[src/rtl/sdsr_pkg.sv]
// shared constants and controller/datapath command types for the
// ship/drrip stream replacement core; no dependencies
package sdsr_pkg;

	localparam int NUM_SETS      = 2048;
	localparam int NUM_WAYS      = 16;
	localparam int REUSE_ENTRIES = 16384;
	localparam int LEADERS       = 64;

	localparam int SET_W  = $clog2(NUM_SETS);
	localparam int WAY_W  = $clog2(NUM_WAYS);
	localparam int RIDX_W = $clog2(REUSE_ENTRIES);
	localparam int SIG_W  = 4;
	localparam int RRPV_W = 2;
	localparam int CLR_W  = RIDX_W;
	localparam int DET_W  = 37;
	localparam int PSEL_W = 10;

	localparam logic [PSEL_W-1:0] PSEL_RESET = 10'd512;
	localparam logic [PSEL_W-1:0] PSEL_MAX   = 10'd1023;
	localparam logic [15:0] LFSR_SEED = 16'hACE1;
	localparam logic [15:0] LFSR_TAPS = 16'hB400;
	localparam logic [RRPV_W-1:0] RRPV_DISTANT = 2'd3;
	localparam logic [RRPV_W-1:0] RRPV_LONG    = 2'd2;
	localparam logic [RRPV_W-1:0] RRPV_NEAR    = 2'd0;
	localparam logic [1:0] REUSE_INIT = 2'd1;

	localparam logic KIND_HIT  = 1'b0;
	localparam logic KIND_MISS = 1'b1;

	typedef struct packed {
		logic              latch;
		logic              rd;
		logic              calc;
		logic              evict;
		logic              clear_wr;
		logic [CLR_W-1:0]  clear_addr;
		logic              load_out;
	} cmd_t;

	typedef struct packed {
		logic evict_needed;
	} status_t;

endpackage

[src/rtl/sdsr_ctrl.sv]
// sequencer of the replacement core: clearing pass, per-access steps,
// result register handshake; depends on sdsr_pkg
module sdsr_ctrl (
	input  logic             clk,
	input  logic             arst_n,
	input  logic             in_valid,
	output logic             in_ready,
	output logic             out_valid,
	input  logic             out_ready,
	output sdsr_pkg::cmd_t   cmd,
	input  sdsr_pkg::status_t status
);
	typedef enum logic [2:0] {
		ST_CLEAR, ST_IDLE, ST_READ, ST_CALC, ST_EVICT, ST_DONE
	} state_t;

	state_t state_q;
	logic [sdsr_pkg::CLR_W-1:0] clr_q;
	logic out_valid_q;
	logic load;

	assign load      = (state_q == ST_DONE) && (!out_valid_q || out_ready);
	assign in_ready  = (state_q == ST_IDLE);
	assign out_valid = out_valid_q;

	always_comb begin
		cmd            = '0;
		cmd.latch      = in_valid && in_ready;
		cmd.rd         = (state_q == ST_READ);
		cmd.calc       = (state_q == ST_CALC);
		cmd.evict      = (state_q == ST_EVICT);
		cmd.clear_wr   = (state_q == ST_CLEAR);
		cmd.clear_addr = clr_q;
		cmd.load_out   = load;
	end

	always_ff @(posedge clk or negedge arst_n) begin
		if (!arst_n) begin
			state_q     <= ST_CLEAR;
			clr_q       <= '0;
			out_valid_q <= 1'b0;
		end else begin
			out_valid_q <= load || (out_valid_q && !out_ready);
			unique case (state_q)
				ST_CLEAR: begin
					clr_q <= clr_q + 1'b1;
					if (clr_q == sdsr_pkg::CLR_W'(sdsr_pkg::REUSE_ENTRIES - 1)) begin
						state_q <= ST_IDLE;
					end
				end
				ST_IDLE: begin
					if (in_valid) begin
						state_q <= ST_READ;
					end
				end
				ST_READ:  state_q <= ST_CALC;
				ST_CALC:  state_q <= status.evict_needed ? ST_EVICT : ST_DONE;
				ST_EVICT: state_q <= ST_DONE;
				ST_DONE: begin
					if (load) begin
						state_q <= ST_IDLE;
					end
				end
				default: state_q <= ST_CLEAR;
			endcase
		end
	end

	a_no_accept_in_clear: assert property (@(posedge clk) disable iff (!arst_n)
		(state_q == ST_CLEAR) |-> !in_ready)
		else $error("access taken during clearing pass");
	a_result_held: assert property (@(posedge clk) disable iff (!arst_n)
		(out_valid_q && !out_ready) |=> out_valid_q)
		else $error("waiting word dropped");
	a_evict_after_calc: assert property (@(posedge clk) disable iff (!arst_n)
		(state_q == ST_EVICT) |-> ($past(state_q) == ST_CALC))
		else $error("evict step out of order");
	a_load_only_when_free: assert property (@(posedge clk) disable iff (!arst_n)
		load |-> (!out_valid_q || out_ready))
		else $error("result overwritten");
endmodule

[config.mk]
export PLATFORM = sky130hd
export DESIGN_NAME = sdsr_ctrl
export DESIGN_NICKNAME = d
export VERILOG_FILES = /design/src/rtl/sdsr_pkg.sv /design/src/rtl/sdsr_ctrl.sv
export SDC_FILE = /design/constraint.sdc
export NUM_CORES = 1
export LEC_CHECK = 0
export BUFFER_PORTS_ARGS = -buffer_cell sky130_fd_sc_hd__buf_4
export CORE_UTILIZATION = 35
export CTS_BUF_LIST = sky130_fd_sc_hd__clkbuf_2
export DETAILED_ROUTE_END_ITERATION = 10
export HOLD_SLACK_MARGIN = 0.03
export SLEW_MARGIN = 20
export SYNTH_ARGS = -nofsm -noshare
export SYNTH_HDL_FRONTEND = slang
export SYNTH_SLANG_ARGS = --single-unit
[constraint.sdc]
create_clock -name clk -period 1.87 [get_ports clk]
set_input_delay 0.0935 -clock clk [delete_from_list [all_inputs] [get_ports clk]]
set_output_delay 0.0935 -clock clk [all_outputs]
set_load 0.005 [all_outputs]
==> results of run 1 <==
[synth_stat cells (2+ instances only)]
master    number  area [sq um]
mux2_2         2          22.5
buf_4          2          15.0
inv_1          2          7.51
a21oi_1        2          10.0
and3_1         3          18.8
nor2_1         6          22.5
xor2_1         9          78.8
dfrtp_1       18           450
nor3_1         6          30.0
xnor2_1        4          35.0
nand2b_1       2          12.5
nand4_1        2          12.5
nand2_1       15          56.3
[cells in the final DEF, fill, tap and decap left out, types with 2 or more instances in the layout]
| cell | Yosys | layout |
|---|---|---|
| and3_1 | 3 | 3 |
| nand2_1 | 15 | 15 |
| xnor2_1 | 4 | 4 |
| xor2_1 | 9 | 9 |
| nand2b_1 | 2 | 2 |
| buf_4 | 2 | 28 |
| inv_1 | 2 | 2 |
| a21oi_1 | 2 | 2 |
| nor3_1 | 6 | 6 |
| clkbuf_2 | 0 | 3 |
| nor2_1 | 6 | 6 |
| nand4_1 | 2 | 2 |
| dfrtp_1 | 18 | 18 |
| mux2_2 | 2 | 2 |
[sequential cells by signal (all words and copies together), names as in the netlist]
| signal | cells |
|---|---|
| clr_q | 14 |
| state_q | 3 |
| out_valid | 1 |
[per-layer routing]
| layer | global-route usage | up-vias |
|---|---|---|
| li1 | - | 347 |
| met1 | 0.192 | 331 |
| met2 | 0.236 | 14 |
| met3 | 0.0261 | 2 |
| met4 | 0.0789 | 0 |
| met5 | 0 | - |
[what timing repair did]
item	CTS	global route
hold buffers	1	0
setup endpoints to repair	0	0
gates resized for setup	0	0
setup buffers	0	0
endpoints found under the hold margin	18	0
[through the flow]
| stage | hold WS [ns] | cell area (sq um) | setup slack [ns] | cells |
|---|---|---|---|---|
| after CTS | 0.0563 | 1140 | 0.284 | 143 |
| after floorplan | -0.202 | 886 | 0.346 | 85 |
| final | 0.0635 | 1140 | 0.296 | 143 |
| after global placement | -0.0235 | 1110 | 0.339 | 138 |
| after global routing | 0.0919 | 1140 | 0.146 | 143 |
| after detailed placement | -0.0228 | 1110 | 0.275 | 138 |
[power by group]
| group | switching (mW) | internal [mW] |
|---|---|---|
| registers | 0.145 | 0.490 |
| logic | 0.279 | 0.364 |
| clock network | 0.128 | 0.0465 |
[worst max-delay path, cell delays in order, from the launching register on]
cell     delay (ns)
dfrtp_1        0.53
nand2_1        0.10
or4_1          0.50
o41ai_1        0.35
[worst max path at each step]
stage                            end
after floorplan            clr_q[10]
after global placement    state_q[0]
after detailed placement  state_q[0]
after CTS                 state_q[0]
after global routing          cmd[0]
final                     state_q[0]
[cell families (layout without fill, tap and decap cells)]
family,after synthesis,after routing,synth area share
multiplexers,2,2,0.0254
AO/OA/AOI/OAI,6,6,0.0424
flip-flops,18,18,0.508
AND/OR/NAND/NOR,40,40,0.251
buffers and inverters,5,35,0.0297
adder cells (fa/ha/maj),1,1,0.0141
XOR/XNOR,13,13,0.129
[cell type report]
| class | instances | area share |
|---|---|---|
| Tap cell | 28 | 0.0307 |
| Clock buffer | 3 | 0.0132 |
| Timing Repair Buffer | 29 | 0.193 |
| Clock inverter | 1 | 0.00329 |
| Inverter | 2 | 0.00658 |
| Multi-Input combinational cell | 62 | 0.359 |
| Sequential cell | 18 | 0.395 |
==> impl_metrics.ini, run 1 <==
[min_path]
hold_end = out_valid
min_from = out_ready
holdPathStages = 3
min_path_type = primary input to register

[synthesis]
ys_seq_area_frac = 0.508
async_flop_share = 1.00
avgSynthCellArea_sq_um = 10.4
post_synth_num_cell_types = 25
synth-edff-count = 0
yosys_most_used_dff = dfrtp_1
synthesis.area_sq_um = 886
syn_nets = 91
ys_warn_count = 0
synth_seq_cells = 18
synthCells = 85

[drt]
wl_per_cell_microns = 11.9
drt_wl_total_mm = 1.70
ant_nets = 0
viasPerCell = 4.85
routed.top_layer = met4
num_vias = 694
wl_met3_microns = 63
drt-met1-wl_microns = 835
first_pass_iters = 4
drcViolationCount = 0
drtIter0Drc = 14
routed-wl-met2_microns = 794

[clock_tree]
htree_levels = 1
cts_buffer_depth = 2
clkTransAtPathRegs_ns = 0.18
cts_tree = built
cts.sinks = 18
root_buffer = clkbuf_2
cts_buffers = 3
insertion_delay_ns = 0.30

[sta]
relSlewSlack = 0.824
layout_min_cycle_time_ns = 1.57
finalHoldViolations = 0
rsz0062_at_grt = no
worst_pin_slew_ns = 0.261
finalCritPeriodShare = 0.842
slew_violations = 0
tns_ns = 0
skew_ns = 0.00305
fmax_ghz = 0.635
setup_viol = 0

[placed_design]
hpwl_mm = 1.27
gp_congestion = 0.780
io_buffers = 26

[final_layout]
fin_util = 0.497
fillers = 238
area_delta_synth_final_pct = 28.8
drive_gt1_frac = 0.322
multiInputGateArea_sq_um = 409
regArea_sq_um = 450
antennaDiodeCount = 0
layout.nets = 122

[global_routing]
grt_first_pass_wirelength_mm = 2.95
grt_max_degree = 19
grt_pass1_vias = 683
antenna_found_initial = 0
gr-total-overflow = 0
grt_usage = 0.149

[worst_setup_path]
r2r_slack_ns = 0.30
worstSetupStartpointType = register
end_kind = register
crit_path_start = clr_q[4]
cp.required_ns = 2.08
arrival_ns = 1.79
crit_fanout = 6
reg2reg_from = clr_q[4]
r2r-end = state_q[0]
crit_type = register to register
reg2reg_depth = 3

[pwr]
ir_drop_mv = 0.694
p_leak_nw = 0.588
total_power_mw = 1.45
p_per_area_nw_per_um2 = 1270

[status]
status = finished clean

[floorplanning]
coreArea_sq_um = 2300
initial_core_util = 0.386
num_rows = 17
die_h_microns = 52.3
fp.dieW_microns = 52.3
dieArea_sq_um = 2740
io_pins = 27

[run]
maxCapViolations = 0
Note: power is estimated with default switching activity, not from simulation.
==> run 2, diff against run 1 <==
==> constraint.sdc (replaced) <==
create_clock -name clk -period 1.5 [get_ports clk]
set_input_delay 0.075 -clock clk [delete_from_list [all_inputs] [get_ports clk]]
set_output_delay 0.075 -clock clk [all_outputs]
set_load 0.005 [all_outputs]
==> impl_metrics.ini, run 2 (synthesis gave the netlist of run 1 again) <==
[status]
status = finished clean

[floorplanning]
coreArea_sq_um = 2300
dieArea_sq_um = 2740
io_pins = 27
num_rows = 17
die_h_microns = 52.3
initial_core_util = 0.386
fp.dieW_microns = 52.3

[final_layout]
drive_gt1_frac = 0.462
top_register = clr_q
final_cell_mix = 42 x buf_4, 18 x dfrtp_1, 15 x nand2_1
antennaDiodeCount = 0
layout_commonest_cell = buf_4
multiInputGateArea_sq_um = 457
regArea_sq_um = 450
postLayoutCellArea_sq_um = 1310
area_delta_synth_final_pct = 47.6
largest_reg_flops = 14
layout.nets = 137
fillers = 216

[sta]
rsz0062_at_grt = yes
hold_slack_ns = 0.0404
fmax_ghz = 0.698
setup_viol = 0
finalCritPeriodShare = 0.955
relSlewSlack = 0.808
layout_min_cycle_time_ns = 1.43
slew_violations = 0
finalHoldViolations = 0
worst_pin_slew_ns = 0.287
skew_ns = 0.000707

[drt]
drcViolationCount = 0
drtIter0Drc = 3
first_pass_iters = 2
wl_per_cell_microns = 11.8
drt_wl_total_mm = 1.86
num_vias = 754
viasPerCell = 4.77
ant_nets = 0

[clock_tree]
htree_levels = 1
clkTransAtPathRegs_ns = 0.16
cts_tree = built
cts_buffers = 3
cts_buffer_depth = 2
cts.sinks = 18
root_buffer = clkbuf_2
insertion_delay_ns = 0.30

[worst_setup_path]
worstSetupStartpointType = register
critPathBufInv = 2
crit_type = register to register
crit_family = simple AND/OR/NAND/NOR gates
crit_fanout = 5
cp_cell_sequence = nor3_4, nand4_1, buf_6, buf_4, nor2_2, xor2_1
cp.required_ns = 1.74
reg2reg_from = state_q[2]
arrival_ns = 1.68
r2r-end = clr_q[12]
end_kind = register
slowest_stage = dfrtp_1
reg2reg_depth = 6
r2r_slack_ns = 0.07
slowest_delay_ns = 0.44

[placed_design]
io_buffers = 26
hpwl_mm = 1.38
dpl_cell_area_sq_um = 1190
gp_congestion = 0.736

[min_path]
min_path_type = primary input to register
holdPathStages = 3
hold_end = out_valid
min_from = out_ready

[global_routing]
gr-total-overflow = 0
grt_usage = 0.152
antenna_found_initial = 0
grt_pass1_vias = 644
grt_max_degree = 19
grt_first_pass_wirelength_mm = 2.90

[pwr]
total_power_mw = 1.98
p_leak_nw = 0.687
p_sw_frac = 0.376
p_sw_mw = 0.744
pwr-share-clk = 0.105
pwr-share-comb = 0.526
seqPwrFrac = 0.369
ir_drop_mv = 1.00
p_per_area_nw_per_um2 = 1510
internal-power_mw = 1.23

[run]
maxCapViolations = 0
==> run 2: timing repair <==
action,CTS,global route
setup buffers,2,3
endpoints found under the hold margin,18,0
gates cloned,0,0
resized for setup,4,9
pin swaps,2,6
setup endpoints to repair,3,7
hold buffers,1,0
==> run 2: power groups by stage <==
stage | sequential [mW] | combinational (mW) | clock (mW)
6_report | 0.730 | 1.04 | 0.207
5_1_grt | 0.748 | 1.15 | 0.241
4_1_cts | 0.734 | 0.995 | 0.214
3_5_place_dp | 0.743 | 0.970 | 0
3_3_place_gp | 0.737 | 0.954 | 0
2_1_floorplan | 0.770 | 0.478 | 0
==> run 2: worst max-delay path by stage <==
| stage | start | endpoint | slack, ns | depth (start not counted) |
|---|---|---|---|---|
| CTS | state_q[1] | clr_q[10] | -0.02 | 4 |
| finish | state_q[2] | clr_q[12] | 0.07 | 6 |
| global placement | state_q[2] | clr_q[8] | 0.03 | 4 |
| floorplan | state_q[2] | clr_q[10] | 0.02 | 4 |
| detailed placement | state_q[2] | clr_q[10] | -0.03 | 4 |
| global route | state_q[2] | clr_q[12] | -0.02 | 6 |
==> run 2: worst register-to-register path: cells and delay by family, from the launching register on <==
family / cells / cell delay (ns)
flops: 1 / 0.44
xor+xnor: 1 / 0.15
simple gates: 3 / 0.50
buf+inv: 2 / 0.29
==> run 2: final cells by class <==
class                           instances  area share
Timing Repair Buffer                   44       0.257
Inverter                                2     0.00766
Clock buffer                            3      0.0115
Tap cell                               28      0.0268
Sequential cell                        18       0.344
Multi-Input combinational cell         62       0.349
Clock inverter                          1     0.00287
==> run 2: layer usage <==
layer	up-vias	share of wire	GRT usage
li1	379	-	-
met4	0	0.0086	0.0526
met1	357	0.47	0.205
met5	-	0	0
met3	2	0.049	0.0609
met2	16	0.48	0.217
==> run 2: per-stage QoR <==
step                cells  TNS [ns]  utilization  setup slack (ns)
finish                158         0        0.569            0.0676
global route          158   -0.0343        0.569           -0.0222
CTS                   156   -0.0171        0.542           -0.0171
detailed placement    149   -0.0268        0.520           -0.0268
global placement      149         0        0.520            0.0317
floorplan              85         0            -            0.0173
==> run 3, diff against run 2 <==
--- a/config.mk
+++ b/config.mk
@@ -6,6 +6,7 @@
 export NUM_CORES = 1
 export LEC_CHECK = 0
 export BUFFER_PORTS_ARGS = -buffer_cell sky130_fd_sc_hd__buf_4
+export CORE_MARGIN = 3
 export CORE_UTILIZATION = 35
 export CTS_BUF_LIST = sky130_fd_sc_hd__clkbuf_2
 export DETAILED_ROUTE_END_ITERATION = 10
==> impl_metrics.ini, run 3 (synthesis gave the netlist of run 1 again) <==
[status]
status = finished clean

[sta]
layout_min_cycle_time_ns = 1.44
setup_viol = 0
slew_violations = 0
rsz0062_at_grt = yes
finalHoldViolations = 0
worst_pin_slew_ns = 0.279
setup_slack_ns = 0.0613
fmax_ghz = 0.695
skew_ns = 0.0226
tns_ns = 0
relSlewSlack = 0.814
finalCritPeriodShare = 0.959

[pwr]
p_leak_nw = 0.660
pwr-share-clk = 0.105
internal-power_mw = 1.22
p_per_area_nw_per_um2 = 1540
p_sw_mw = 0.738
seqPwrFrac = 0.371
pwr-share-comb = 0.525
ir_drop_mv = 0.988
p_sw_frac = 0.376

[final_layout]
largest_reg_flops = 14
area_delta_synth_final_pct = 43.5
layout_commonest_cell = buf_4
drive_gt1_frac = 0.449
final_cells = 155
top_register = clr_q
layout.nets = 135
final_cell_mix = 41 x buf_4, 18 x dfrtp_1, 15 x nand2_1
fin_util = 0.553
postLayoutCellArea_sq_um = 1270
antennaDiodeCount = 0

[drt]
first_pass_iters = 3
viasPerCell = 4.79
drt_wl_total_mm = 1.86
wl_per_cell_microns = 12.0
drcViolationCount = 0
ant_nets = 0
num_vias = 742
drtIter0Drc = 14

[floorplanning]
io_pins = 27
fp.dieW_microns = 56.3
die_h_microns = 56.3
initial_core_util = 0.386
dieArea_sq_um = 3170
num_rows = 17
coreArea_sq_um = 2300

[placed_design]
post-place-ws_ns = 0.00505
dp_cells = 150
hpwl_mm = 1.42
io_buffers = 26
dpl_cell_area_sq_um = 1200
gp_congestion = 0.809

[worst_setup_path]
slowest_stage = or4_4
crit_path_start = clr_q[6]
slowest_delay_ns = 0.53
crit_fanout = 3
crit_type = register to register
end_kind = register
arrival_ns = 1.64
cp_cell_sequence = nand2_1, or4_4, o41ai_2
r2r_slack_ns = 0.06
reg2reg_from = clr_q[6]
reg2reg_depth = 3
cp.required_ns = 1.70
r2r-end = state_q[0]
worstSetupStartpointType = register

[clock_tree]
clkTransAtPathRegs_ns = 0.19
insertion_delay_ns = 0.30
cts_buffer_depth = 2
cts_buffers = 3
cts.sinks = 18
htree_levels = 1
root_buffer = clkbuf_2
cts_tree = built

[global_routing]
grt_max_degree = 19
grt_usage = 0.128
grt_pass1_vias = 771
grt_first_pass_wirelength_mm = 3.24
antenna_found_initial = 0
gr-total-overflow = 0

[min_path]
holdPathStages = 3
hold_end = out_valid
min_path_type = primary input to register
min_from = out_ready

[run]
maxCapViolations = 0
==> run 3: power by group through the flow <==
stage / clock network [mW] / logic [mW] / registers [mW]
floorplan: 0 / 0.478 / 0.770
global placement: 0 / 0.964 / 0.737
CTS: 0.211 / 1.00 / 0.729
global route: 0.238 / 1.13 / 0.750
finish: 0.205 / 1.03 / 0.727
detailed placement: 0 / 0.982 / 0.737
==> run 3: through the flow <==
stage / hold WS [ns] / total power [mW]
2_1_floorplan: -0.221 / 1.25
3_3_place_gp: -0.0454 / 1.70
3_5_place_dp: -0.0401 / 1.72
4_1_cts: 0.0377 / 1.94
5_1_grt: 0.0423 / 2.12
6_report: 0.0625 / 1.96
==> run 3: worst max path at each step <==
stage / slack (ns) / end / cells after the start
after floorplan: 0.02 / clr_q[10] / 4
after global placement: 0.02 / clr_q[10] / 4
after detailed placement: 0.005 / clr_q[10] / 4
after CTS: 0.01 / clr_q[10] / 4
after global routing: -0.05 / clr_q[6] / 4
final: 0.06 / state_q[0] / 3
==> run 3: cell type report <==
class                           count  area (sq um)
Clock buffer                        3          15.0
Fill cell                         221          1030
Inverter                            2          10.0
Multi-Input combinational cell     62           443
Sequential cell                    18           450
Tap cell                           28          35.0
Timing Repair Buffer               42           318
==> run 3: worst max-delay path: cells and delay by family (launching register included) <==
family / cells / cell delay [ns]
AOI/OAI and AO/OA: 1 / 0.31
DFF: 1 / 0.39
and+or+nand+nor: 2 / 0.63
==> run 3: timing repair <==
action,CTS,global route
endpoints found under the hold margin,18,0
cloned,0,0
gates resized for setup,2,7
buffers inserted,1,0
endpoints found under the setup margin,3,5
pin swaps,1,5
hold buffers,1,0
==> run 3: routing by layer <==
layer  routed length [microns]  GRT usage  up-vias
li1                          -          -      375
met1                       865      0.167      354
met2                       913      0.207       13
met3                        79     0.0253        0
met4                         0     0.0508        0
met5                         0          0        -
